==> config.mk <==
export PLATFORM = sky130hd
export DESIGN_NAME = adsr_envelope_from_time
export DESIGN_NICKNAME = d
export VERILOG_FILES = /design/src/rtl/adsr_pkg.sv /design/src/rtl/adsr_envelope_from_time.sv /design/src/rtl/adsr_cfg.sv /design/src/rtl/adsr_front.sv /design/src/rtl/adsr_div.sv
export SDC_FILE = /design/constraint.sdc
export NUM_CORES = 2
export LEC_CHECK = 0
export BUFFER_PORTS_ARGS = -buffer_cell sky130_fd_sc_hd__buf_4
export CAP_MARGIN = 20
export CORE_MARGIN = 4
export CORE_UTILIZATION = 35
export CTS_CLUSTER_SIZE = 16
export DETAILED_ROUTE_END_ITERATION = 7
export PLACE_DENSITY_LB_ADDON = 0.08
export SLEW_MARGIN = 15
export SYNTH_ARGS = -nofsm -noshare
export SYNTH_HDL_FRONTEND = slang
export SYNTH_SLANG_ARGS = --single-unit
==> constraint.sdc <==
create_clock -name clk -period 13.6 [get_ports clk]
set_clock_uncertainty 0.15 [all_clocks]
set_input_delay 2.72 -clock clk [delete_from_list [all_inputs] [get_ports clk]]
set_output_delay 2.72 -clock clk [all_outputs]
set_load 0.02 [all_outputs]
==> src/rtl/adsr_pkg.sv <==
// Shared types and constants for the ADSR envelope pipeline.
package adsr_pkg;

  localparam int TIME_W     = 32;
  localparam int DUR_W      = 31;
  localparam int LVL_W      = 17;
  localparam int Q_W        = 17;
  localparam int NUM_W      = DUR_W + Q_W;
  localparam int DIV_STAGES = Q_W;
  localparam int CFG_IDX_W  = 3;
  localparam int CFG_DATA_W = 31;

  localparam logic [LVL_W-1:0] ENV_ONE = LVL_W'(65536);

  localparam logic [CFG_IDX_W-1:0] REG_ATTACK  = 3'd0;
  localparam logic [CFG_IDX_W-1:0] REG_DECAY   = 3'd1;
  localparam logic [CFG_IDX_W-1:0] REG_SUSTAIN = 3'd2;
  localparam logic [CFG_IDX_W-1:0] REG_LEVEL   = 3'd3;
  localparam logic [CFG_IDX_W-1:0] REG_RELEASE = 3'd4;

  typedef enum logic [2:0] {
    SEG_ZERO    = 3'd0,
    SEG_ATTACK  = 3'd1,
    SEG_DECAY   = 3'd2,
    SEG_SUSTAIN = 3'd3,
    SEG_RELEASE = 3'd4
  } seg_t;

  typedef struct packed {
    logic [DUR_W-1:0] attack;
    logic [DUR_W-1:0] decay;
    logic [DUR_W-1:0] release_len;
    logic [LVL_W-1:0] level;
    logic [DUR_W:0]   sum_ad;
    logic [DUR_W+1:0] sum_ads;
    logic [DUR_W+2:0] sum_adsr;
  } cfg_t;

  typedef struct packed {
    seg_t             seg;
    logic [LVL_W-1:0] level;
    logic [DUR_W-1:0] den;
    logic [NUM_W-1:0] num;
  } front_t;

  typedef struct packed {
    seg_t             seg;
    logic [LVL_W-1:0] level;
    logic [DUR_W-1:0] den;
    logic [DUR_W-1:0] rem;
    logic [Q_W-1:0]   low;
    logic [Q_W-1:0]   q;
  } div_t;

endpackage

==> src/rtl/adsr_envelope_from_time.sv <==
// Top level of the ADSR envelope generator that maps a time value to a level.
//
// Input channel: in_valid, in_stall, in_time_now (signed time since note start,
// fixed point). Each transaction yields exactly one result transaction on
// out_valid, out_stall, out_envelope (Q1.16, 65536 is full scale).
// Configuration channel: cfg_valid, cfg_ready, cfg_index, cfg_data. cfg_ready
// is always high; index 0..4 selects attack, decay, sustain time, sustain
// level and release time, other indexes are ignored. Write only while idle.
// Path from input to output valid: an input register, segment decode, operand
// select, a 31x17 multiply, a 17 stage restoring divider with one quotient bit
// per stage, and the output register. Throughput is one transaction per cycle
// while the receiver does not stall; the divider stages set the depth.
// Every stage has a valid bit and advances when the stage after it is empty
// or moving, so bubbles are squeezed out and a stalled receiver holds data in
// place without loss; in_stall rises only once the pipeline is full.
// Reset empties the pipeline and loads the default envelope settings.
module adsr_envelope_from_time (
  input  logic                                clk,
  input  logic                                rst_n,
  input  logic                                in_valid,
  output logic                                in_stall,
  input  logic signed [adsr_pkg::TIME_W-1:0]  in_time_now,
  output logic                                out_valid,
  input  logic                                out_stall,
  output logic [adsr_pkg::LVL_W-1:0]          out_envelope,
  input  logic                                cfg_valid,
  output logic                                cfg_ready,
  input  logic [adsr_pkg::CFG_IDX_W-1:0]      cfg_index,
  input  logic [adsr_pkg::CFG_DATA_W-1:0]     cfg_data
);

  adsr_pkg::cfg_t   cfg;
  adsr_pkg::front_t front_data;
  adsr_pkg::div_t   div_data;
  logic             front_ready, front_valid;
  logic             div_ready, div_valid;
  logic             out_ready;
  logic             out_valid_r;
  logic [adsr_pkg::LVL_W-1:0] env_nxt, env_r;

  adsr_cfg u_cfg (
    .clk       (clk),
    .rst_n     (rst_n),
    .cfg_valid (cfg_valid),
    .cfg_ready (cfg_ready),
    .cfg_index (cfg_index),
    .cfg_data  (cfg_data),
    .cfg       (cfg)
  );

  adsr_front u_front (
    .clk      (clk),
    .rst_n    (rst_n),
    .cfg      (cfg),
    .up_valid (in_valid),
    .up_ready (front_ready),
    .up_time  (in_time_now),
    .dn_valid (front_valid),
    .dn_ready (div_ready),
    .dn_data  (front_data)
  );

  adsr_div u_div (
    .clk      (clk),
    .rst_n    (rst_n),
    .up_valid (front_valid),
    .up_ready (div_ready),
    .up_data  (front_data),
    .dn_valid (div_valid),
    .dn_ready (out_ready),
    .dn_data  (div_data)
  );

  assign in_stall     = !front_ready;
  assign out_ready    = !out_valid_r || !out_stall;
  assign out_valid    = out_valid_r;
  assign out_envelope = env_r;

  always_comb begin
    unique case (div_data.seg)
      adsr_pkg::SEG_ATTACK:  env_nxt = div_data.q;
      adsr_pkg::SEG_DECAY:   env_nxt = adsr_pkg::ENV_ONE - div_data.q;
      adsr_pkg::SEG_SUSTAIN: env_nxt = div_data.level;
      adsr_pkg::SEG_RELEASE: env_nxt = div_data.level - div_data.q;
      default:               env_nxt = '0;
    endcase
  end

  always_ff @(posedge clk) begin
    if (!rst_n) begin
      out_valid_r <= 1'b0;
    end else if (out_ready) begin
      out_valid_r <= div_valid;
    end
  end

  always_ff @(posedge clk) begin
    if (out_ready && div_valid) env_r <= env_nxt;
  end

endmodule

==> src/rtl/adsr_cfg.sv <==
// Configuration registers and the segment boundary sums derived from them.
module adsr_cfg (
  input  logic                              clk,
  input  logic                              rst_n,
  input  logic                              cfg_valid,
  output logic                              cfg_ready,
  input  logic [adsr_pkg::CFG_IDX_W-1:0]    cfg_index,
  input  logic [adsr_pkg::CFG_DATA_W-1:0]   cfg_data,
  output adsr_pkg::cfg_t                    cfg
);

  logic [adsr_pkg::DUR_W-1:0] attack_r;
  logic [adsr_pkg::DUR_W-1:0] decay_r;
  logic [adsr_pkg::DUR_W-1:0] sustain_r;
  logic [adsr_pkg::LVL_W-1:0] level_r;
  logic [adsr_pkg::DUR_W-1:0] release_r;
  logic [adsr_pkg::LVL_W-1:0] level_clip_r;
  logic [adsr_pkg::DUR_W:0]   sum_ad_r;
  logic [adsr_pkg::DUR_W+1:0] sum_ads_r;
  logic [adsr_pkg::DUR_W+2:0] sum_adsr_r;

  assign cfg_ready = 1'b1;

  always_ff @(posedge clk) begin
    if (!rst_n) begin
      attack_r  <= adsr_pkg::DUR_W'(3277);
      decay_r   <= adsr_pkg::DUR_W'(6554);
      sustain_r <= adsr_pkg::DUR_W'(65536);
      level_r   <= adsr_pkg::LVL_W'(39322);
      release_r <= adsr_pkg::DUR_W'(32768);
    end else if (cfg_valid && cfg_ready) begin
      unique case (cfg_index)
        adsr_pkg::REG_ATTACK:  attack_r  <= cfg_data[adsr_pkg::DUR_W-1:0];
        adsr_pkg::REG_DECAY:   decay_r   <= cfg_data[adsr_pkg::DUR_W-1:0];
        adsr_pkg::REG_SUSTAIN: sustain_r <= cfg_data[adsr_pkg::DUR_W-1:0];
        adsr_pkg::REG_LEVEL:   level_r   <= cfg_data[adsr_pkg::LVL_W-1:0];
        adsr_pkg::REG_RELEASE: release_r <= cfg_data[adsr_pkg::DUR_W-1:0];
        default: ;
      endcase
    end
  end

  always_ff @(posedge clk) begin
    level_clip_r <= (level_r > adsr_pkg::ENV_ONE) ? adsr_pkg::ENV_ONE : level_r;
    sum_ad_r     <= {1'b0, attack_r} + {1'b0, decay_r};
    sum_ads_r    <= {2'b0, attack_r} + {2'b0, decay_r} + {2'b0, sustain_r};
    sum_adsr_r   <= {3'b0, attack_r} + {3'b0, decay_r} + {3'b0, sustain_r}
                  + {3'b0, release_r};
  end

  always_comb begin
    cfg.attack      = attack_r;
    cfg.decay       = decay_r;
    cfg.release_len = release_r;
    cfg.level       = level_clip_r;
    cfg.sum_ad      = sum_ad_r;
    cfg.sum_ads     = sum_ads_r;
    cfg.sum_adsr    = sum_adsr_r;
  end

endmodule

==> src/rtl/adsr_front.sv <==
// Front pipeline: input register, segment decode, operand select and multiply.
module adsr_front (
  input  logic                                clk,
  input  logic                                rst_n,
  input  adsr_pkg::cfg_t                      cfg,
  input  logic                                up_valid,
  output logic                                up_ready,
  input  logic signed [adsr_pkg::TIME_W-1:0]  up_time,
  output logic                                dn_valid,
  input  logic                                dn_ready,
  output adsr_pkg::front_t                    dn_data
);

  logic                              va_r, vb_r, vc_r, vd_r;
  logic                              rdy_a, rdy_b, rdy_c, rdy_d;
  logic signed [adsr_pkg::TIME_W-1:0] ta_r;

  adsr_pkg::seg_t             seg_b_nxt, seg_b_r, seg_c_r;
  logic [adsr_pkg::DUR_W-1:0] tu_a, tu_b_r;
  logic [adsr_pkg::DUR_W-1:0] x_c_nxt, x_c_r;
  logic [adsr_pkg::LVL_W-1:0] k_c_nxt, k_c_r;
  logic [adsr_pkg::DUR_W-1:0] den_c_nxt, den_c_r;
  logic [adsr_pkg::LVL_W-1:0] lvl_c_r;
  adsr_pkg::front_t           d_r;

  assign rdy_d    = !vd_r || dn_ready;
  assign rdy_c    = !vc_r || rdy_d;
  assign rdy_b    = !vb_r || rdy_c;
  assign rdy_a    = !va_r || rdy_b;
  assign up_ready = rdy_a;
  assign dn_valid = vd_r;
  assign dn_data  = d_r;

  always_ff @(posedge clk) begin
    if (!rst_n) begin
      va_r <= 1'b0;
      vb_r <= 1'b0;
      vc_r <= 1'b0;
      vd_r <= 1'b0;
    end else begin
      if (rdy_a) va_r <= up_valid;
      if (rdy_b) vb_r <= va_r;
      if (rdy_c) vc_r <= vb_r;
      if (rdy_d) vd_r <= vc_r;
    end
  end

  assign tu_a = ta_r[adsr_pkg::DUR_W-1:0];

  always_comb begin
    priority if (ta_r[adsr_pkg::TIME_W-1]) begin
      seg_b_nxt = adsr_pkg::SEG_ZERO;
    end else if (tu_a <= cfg.attack) begin
      seg_b_nxt = (cfg.attack == '0) ? adsr_pkg::SEG_ZERO : adsr_pkg::SEG_ATTACK;
    end else if ({1'b0, tu_a} <= cfg.sum_ad) begin
      seg_b_nxt = (cfg.decay == '0) ? adsr_pkg::SEG_ZERO : adsr_pkg::SEG_DECAY;
    end else if ({2'b0, tu_a} <= cfg.sum_ads) begin
      seg_b_nxt = adsr_pkg::SEG_SUSTAIN;
    end else if ({3'b0, tu_a} <= cfg.sum_adsr) begin
      seg_b_nxt = (cfg.release_len == '0) ? adsr_pkg::SEG_ZERO : adsr_pkg::SEG_RELEASE;
    end else begin
      seg_b_nxt = adsr_pkg::SEG_ZERO;
    end
  end

  always_comb begin
    x_c_nxt   = '0;
    k_c_nxt   = '0;
    den_c_nxt = cfg.release_len;
    unique case (seg_b_r)
      adsr_pkg::SEG_ATTACK: begin
        x_c_nxt   = tu_b_r;
        k_c_nxt   = adsr_pkg::ENV_ONE;
        den_c_nxt = cfg.attack;
      end
      adsr_pkg::SEG_DECAY: begin
        x_c_nxt   = tu_b_r - cfg.attack;
        k_c_nxt   = adsr_pkg::ENV_ONE - cfg.level;
        den_c_nxt = cfg.decay;
      end
      adsr_pkg::SEG_RELEASE: begin
        x_c_nxt   = tu_b_r - cfg.sum_ads[adsr_pkg::DUR_W-1:0];
        k_c_nxt   = cfg.level;
        den_c_nxt = cfg.release_len;
      end
      default: ;
    endcase
  end

  always_ff @(posedge clk) begin
    if (rdy_a && up_valid) ta_r <= up_time;
    if (rdy_b && va_r) begin
      seg_b_r <= seg_b_nxt;
      tu_b_r  <= tu_a;
    end
    if (rdy_c && vb_r) begin
      seg_c_r <= seg_b_r;
      x_c_r   <= x_c_nxt;
      k_c_r   <= k_c_nxt;
      den_c_r <= den_c_nxt;
      lvl_c_r <= cfg.level;
    end
    if (rdy_d && vc_r) begin
      d_r.seg   <= seg_c_r;
      d_r.level <= lvl_c_r;
      d_r.den   <= den_c_r;
      d_r.num   <= {{adsr_pkg::Q_W{1'b0}}, x_c_r} * {{adsr_pkg::DUR_W{1'b0}}, k_c_r};
    end
  end

endmodule

==> src/rtl/adsr_div.sv <==
// Restoring divider pipeline, one quotient bit per stage.
module adsr_div (
  input  logic              clk,
  input  logic              rst_n,
  input  logic              up_valid,
  output logic              up_ready,
  input  adsr_pkg::front_t  up_data,
  output logic              dn_valid,
  input  logic              dn_ready,
  output adsr_pkg::div_t    dn_data
);

  localparam int N = adsr_pkg::DIV_STAGES;

  function automatic adsr_pkg::div_t div_step(input adsr_pkg::div_t s);
    adsr_pkg::div_t             o;
    logic [adsr_pkg::DUR_W:0]   trial;
    logic [adsr_pkg::DUR_W:0]   diff;
    o     = s;
    trial = {s.rem, s.low[adsr_pkg::Q_W-1]};
    diff  = trial - {1'b0, s.den};
    if (trial >= {1'b0, s.den}) begin
      o.rem = diff[adsr_pkg::DUR_W-1:0];
      o.q   = {s.q[adsr_pkg::Q_W-2:0], 1'b1};
    end else begin
      o.rem = trial[adsr_pkg::DUR_W-1:0];
      o.q   = {s.q[adsr_pkg::Q_W-2:0], 1'b0};
    end
    o.low = {s.low[adsr_pkg::Q_W-2:0], 1'b0};
    return o;
  endfunction

  adsr_pkg::div_t init;
  adsr_pkg::div_t st_r [N];
  logic           v_r  [N];
  logic           rdy  [N+1];

  always_comb begin
    init.seg   = up_data.seg;
    init.level = up_data.level;
    init.den   = up_data.den;
    init.rem   = up_data.num[adsr_pkg::NUM_W-1:adsr_pkg::Q_W];
    init.low   = up_data.num[adsr_pkg::Q_W-1:0];
    init.q     = '0;
  end

  assign rdy[N]   = dn_ready;
  assign up_ready = rdy[0];
  assign dn_valid = v_r[N-1];
  assign dn_data  = st_r[N-1];

  for (genvar i = 0; i < N; i++) begin : g_stage
    adsr_pkg::div_t src;
    logic           src_v;

    if (i == 0) begin : g_first
      assign src   = init;
      assign src_v = up_valid;
    end else begin : g_next
      assign src   = st_r[i-1];
      assign src_v = v_r[i-1];
    end

    assign rdy[i] = !v_r[i] || rdy[i+1];

    always_ff @(posedge clk) begin
      if (!rst_n) begin
        v_r[i] <= 1'b0;
      end else if (rdy[i]) begin
        v_r[i] <= src_v;
      end
    end

    always_ff @(posedge clk) begin
      if (rdy[i] && src_v) st_r[i] <= div_step(src);
    end
  end

endmodule

======== Word level (Yosys, flattened, before mapping) ========
Memory sizes are Yosys's and may differ from the RTL's.
Cells that the tools add are included.
storage, ports and cells
  output and inout port bits .............. 20
  word-level logic and storage cells ...... 367
  bits in writable memories ............... 1972
  memories kept ........................... 2
  bits in registers ....................... 543
  input port bits ......................... 71
cells by class
  eq/ne operators ......................... 11
  $lt $le $gt $ge ......................... 22
  multiply operators ...................... 1
  reduce and logical (&&, ||, !) cells .... 77
  muxes and demuxes ....................... 182
  add/sub/neg operators ................... 28
  bitwise logic cells ..................... 17
memory list
  memory      depth  width  read ports  clocked after Yosys merged registers in  wr ports  line            text
  u_div.st_r  17     115    17          0                                        17        adsr_div.sv:34  adsr_pkg::div_t st_r [N];
  u_div.v_r   17     1      17          0                                        17        adsr_div.sv:35  logic v_r [N];
operators by type and width
  kind                                                   number
  two-way mux 31 bit                                     34
  subtractor 31 bit                                      19
  >= comparator 32 x 31 -> 1 bit                         17
  two-way mux 17 bit                                     17
  two-way mux 1 bit                                      121
  adder 31 x 31 -> 32 bit                                3
  zero test 31 bit                                       3
  one-hot mux 31 bit (3 select lines)                    1
  adder 34 x 31 -> 34 bit                                2
  one-hot mux 17 bit (4 select lines)                    1
  one-hot mux 31 bit (2 select lines)                    1
  one-hot mux 17 bit (3 select lines)                    1
  multiplier 31 x 17 -> 48 bit                           1
  <= comparator 31 x 34 -> 1 bit                         1
  subtractor 17 bit, first input constant                2
  adder 33 x 31 -> 33 bit                                1
  <= comparator 31 x 33 -> 1 bit                         1
  <= comparator 31 x 32 -> 1 bit                         1
  <= comparator 31 bit                                   1
  zero test 1 bit                                        24
  logical AND 1 bit                                      22
  logical OR 1 bit                                       22
  greater-than comparator 17 bit, second input constant  1
  OR 1 bit                                               17
  other kinds (8)                                        24

======== Depth between registers and ports, before layout ========
  depth after elaboration ................. 24
  mapped depth ............................ 27
  depth with buffers taken out ............ 26

======== Modules after synthesis ========
A second synthesis with hierarchy kept.
unflattened totals
  cell total of the unflattened synthesis .. 11806
  area total of the unflattened synthesis .. 131810.2 um^2
by module, submodules not included
  module                   area each (um^2)  seq. area each (um^2)  times used  cells an instance
  adsr_div                 84830.1           51039.0                1           6778
  adsr_front               31270.0           8007.7                 1           3249
  adsr_cfg                 13740.7           5124.9                 1           1543
  adsr_envelope_from_time  1969.4            530.5                  1           236

======== Least setup slack after synthesis ========
No wires, ideal clock.
  path kind ............................... input-to-reg
  from .................................... input out_stall
  to ...................................... memory u_div.v_r[1] (data pin)
  path buffers ............................ 1
  setup slack ............................. 1.781 ns
  data required time ...................... 13.264 ns
  library setup time ...................... 0.186 ns
  arrival ................................. 11.483 ns
  cell stages on the path ................. 9
  cell sequence ........................... and3_1 and2_1 clkbuf_1 nand4_1 nor3_1 nand4_1 nor2_1 a21boi_0 and2_1
RTL lines
  item             line                           text
  start, declared  adsr_envelope_from_time.sv:24  input logic out_stall,
  end, declared    adsr_div.sv:35

======== Worst setup path in the final report ========
  from .................................... input out_stall
  to ...................................... output in_stall
between the ends
  longest elaborated chain between the ends .. 24
ends and longest elaborated chain
  item                             line                           text
  zero test 1 bit                  adsr_envelope_from_time.sv:75  assign out_ready = !out_valid_r || !out_stall;
  logical OR 1 bit                 adsr_envelope_from_time.sv:75
  logical OR 1 bit (17 in series)  adsr_div.sv:64                 assign rdy[i] = !v_r[i] || rdy[i+1];
  logical OR 1 bit                 adsr_front.sv:26               assign rdy_d = !vd_r || dn_ready;
  logical OR 1 bit                 adsr_front.sv:27               assign rdy_c = !vc_r || rdy_d;
  logical OR 1 bit                 adsr_front.sv:28               assign rdy_b = !vb_r || rdy_c;
  logical OR 1 bit                 adsr_front.sv:29               assign rdy_a = !va_r || rdy_b;
  zero test 1 bit                  adsr_envelope_from_time.sv:74  assign in_stall = !front_ready;
  end, declared                    adsr_envelope_from_time.sv:21  output logic in_stall,
No other way between the ends.

==> reports/summary.md <==
The run finished with clean final reports. The worst hold path was traced through 0 stages. No sink is reached through more buffers than the 4 on the longest clock path. The number of antenna violations at the first check in global routing was 18. Cells fill 39.5% of the core in the end. The area added between synthesis and finish came out at 12.2%. Counting the fill cells in the layout gives 34600. Global routing consumed, over all layers together, 18.7% of the routing resources.

The vertical extent of the die came out at 610 um. By startpoint and endpoint, the worst setup path is classified as primary input to output pin. For this design the top-level I/O count stands at 91. The highest cell delay on the worst timing path works out to 0.61 ns. The share of post-route cells with drive strength above 1 was 7.78%.

TritonCTS built the clock tree. Max-cap violations in this run came to 0. The tools report the register area share after synthesis as 49.5%. Across the VDD grid, the largest voltage drop is 220 uV. In the synthesized netlist the dominant register cell turns out to be edfxtp_1. In this run the worst hold path is classified as flip-flop to flip-flop. The floorplan has 220 rows. The final hold violation count is 0. Leaving out fill and tap cells, the most frequent cell in the layout is edfxtp_1. The number of different library cells used by synthesis comes to 87. The total instance count after detailed placement came out at 16000. The number of cells on the worst reg-to-reg path is 21. The critical path goes through buf_4, and3_1, and2_1, nand4_1, nor3_2, buf_4, nand4_1, nor2_1, and3_1, and3_1, buf_4. The logs give 85400 for the via count of the first global-routing pass and 6 for the number of detailed-routing iterations run before antenna repair. The part of the cycle the worst path needs was 66.4%. Setup repair after global routing left no endpoint under its margin. After technology mapping, the gate count stands at 11300. The final HPWL from detailed placement was 272 mm; the count of hold buffers inserted by post-cts repair was 0. The critical path data arrival time was 6.16 ns; the largest fanout of any net on the critical path was 9. For the number of clock sinks seen by CTS, the log shows 2180. For the wire length on met2, the log shows 174 mm. In this run the static leakage power is 57.6 nW.

The tools report the kind of end point of the critical path as an output pin. The finished layout holds 16500 standard cells, fillers aside. The worst path required time was 10.73 ns.

After detailed routing, no signal wire sits above met5. Floorplan die area: 372000 um2. The final route contains 83700 vias. Of all flip-flops after synthesis, the portion carrying an async set or reset was 0%. Final count of negative-setup-slack endpoints: 0. Area of the mapped netlist: 127000 um2.

The final wirelength is 353 mm. The number of buffers added by the clock tree synthesis step came out at 268. Once the floorplan was initialized, standard cells occupied 35.2% of the core. Measured along the x axis, the die boundary spans 610 um.

The total setup buffers inserted after CTS is 0, and the post-detailed-route wirelength per cell is 21.4 um. For the net count of the mapped netlist, the log shows 12800. After clock tree synthesis, the clock-pin slew on the worst setup and hold paths is 0.06 ns.

Pin count of the biggest net entering global routing: 95. The first-pass GRT wire length is 536 mm, and the synthesized flop and latch total is 2180. The run gives 360000 um2 as the core footprint.

The highest clock rate is 0.111 GHz, and the met3 layer wire length in the routed design is 14.3 mm. The actual slew at the worst max-slew pin is 1.27 ns. The run gives 0 ns as the final-layout setup total negative slack.

The worst setup path is launched from a primary input. For this run, design rule violations remaining after detail routing come to 0. Dividing the detail-routed via count by the number of cells gives 5.08. The final estimated routing congestion in global placement is 0.861.

The number of design-rule violations left by the first detailed-router iteration is 5643. The power density of the placed cells is 141 nW/um2, and the remaining global-route overflow is 0. The tools report the count of yosys warnings during synthesis as 0. CTS built an H-tree with a depth of 5. The number of gates resized after CTS was 0. Yosys mapped a number of flops with a built-in enable equal to 1918. The library cells used most frequently in the layout, excluding fill and tap cells, are edfxtp_1 (1918), inv_1 (1519), nand2_1 (1069). The run gives 0 as the residual antenna-violating net count after detailed routing. The slowest stage of the critical path is the nor2_1 cell. The logs give 14.8% for the tightest slew margin relative to the limit and 155 mm for the met1 routed wirelength after detailed routing. The post-layout minimum cycle time is 9.03 ns.

The clock latency reported for the late side of the worst-skew pair is 0.90 ns, and the number of nets in the finished design is 13000. Each instance of the synthesized netlist takes up on average 11.2 um2. For the count of final max-slew check failures, the log shows 0.

Clock tree synthesis selected as its root buffer the cell clkbuf_16. During placement, the flow inserted port buffers numbering 89.
[cell usage after synthesis (27+ instances only)]
library cell  count  share of area [%]
a211oi_1         47               0.28
a21boi_0         30               0.18
a21o_1          380                2.2
a21oi_1         785                3.1
a221o_1          39               0.31
a31oi_1          61               0.30
and2_1          258                1.3
and3_1           83               0.41
buf_2            29               0.11
clkbuf_1        252               0.75
dfxtp_1         262                4.1
edfxtp_1       1918                 45
fa_1            486                7.7
ha_1            913                9.0
inv_1          1519                4.5
mux2_2          238                2.1
mux2i_1          27               0.21
nand2_1        1071                3.2
nand2b_1         89               0.44
nand3_1         135               0.53
nand4_1         129               0.64
nor2_1          455                1.3
nor2b_1         137               0.68
nor3_1          148               0.58
nor4_1           63               0.31
o211ai_1         34               0.20
o21a_1          123               0.73
o21ai_0         450                1.8
o21ai_1          41               0.16
o21bai_1         90               0.53
o31ai_1          46               0.27
or3_1            27               0.13
xnor2_1         369                2.5
xor2_1          206                1.4
[cell families after synthesis]
logic type | Yosys count | share of synthesized area, %
AND/OR/NAND/NOR | 2687 | 10.1
AO/OA/AOI/OAI | 2394 | 12.0
flip-flops | 2180 | 49.5
buffers and inverters | 1816 | 5.41
adder cells (fa/ha/maj) | 1399 | 16.7
XOR/XNOR | 575 | 3.97
multiplexers | 267 | 2.34
other | 1 | 0.00296
[registers in the layout, summed over array words and instances (netlist names), 32 cells and up]
name and count:
u_cfg.sum_ad_r 32, u_front.dn_data 99, u_cfg.sum_adsr_r 33, u_cfg.sum_ads_r 33, u_front.ta_r 32, u_div.st_r 1621
[metrics by stage]
stage               hold slack [ns]  power [W]  setup slack, ns  cell area [um2]
CTS                           0.233     0.0205             4.49           142000
floorplan                     0.250     0.0113             1.78           127000
global route                  0.259     0.0212             4.27           142000
finish                        0.241     0.0201             4.57           142000
global placement              0.251     0.0132             4.58           133000
detailed placement            0.255     0.0132             4.50           133000
[report_power, final]
| group | switching [W] | internal (W) | total, W |
|---|---|---|---|
| combinational | 0.00326 | 0.00197 | 0.00523 |
| clock | 0.00293 | 0.00425 | 0.00718 |
| sequential | 0.000170 | 0.00755 | 0.00772 |
[layer usage]
| metal | vias to the layer above | GRT usage (%) |
|---|---|---|
| met5 | - | 0 |
| met4 | 8 | 5.23 |
| met1 | 41300 | 24.3 |
| met2 | 1678 | 32.7 |
| li1 | 40200 | - |
| met3 | 468 | 2.26 |
[path summary, 6_finish.rpt]
kind | from | endpoint | slack (ns)
hold reg to reg | u_div.st_r[0][805]$_DFFE_PP_ | u_div.st_r[0][921]$_DFFE_PP_ | 0.24
hold / removal | u_div.st_r[0][805]$_DFFE_PP_ | u_div.st_r[0][921]$_DFFE_PP_ | 0.24
setup / recovery | out_stall | in_stall | 4.57
setup reg to reg | u_front.x_c_r[8]$_SDFFCE_PN0P_ | u_front.dn_data[41]$_DFFE_PP_ | 5.58
[area by class of cell]
cell class                 instances  area (um2)  share of cell area (%)
antenna                           12        30.0                  0.0211
clock buffer                     335        7190                    5.05
clock inverter                   153        1580                    1.11
inverter                        1523        5720                    4.02
multi-input combinational       7323       57500                    40.4
sequential                      2180       62800                    44.2
tap                             4773        5970                    4.20
timing repair buffer             191        1520                    1.07
[critical path: cells and delay by family]
kind,cells,cell delay (ns)
buffers and inverters,3,0.59
AND/OR/NAND/NOR,8,2.82
No activity file was read; power rests on OpenSTA's default activity.
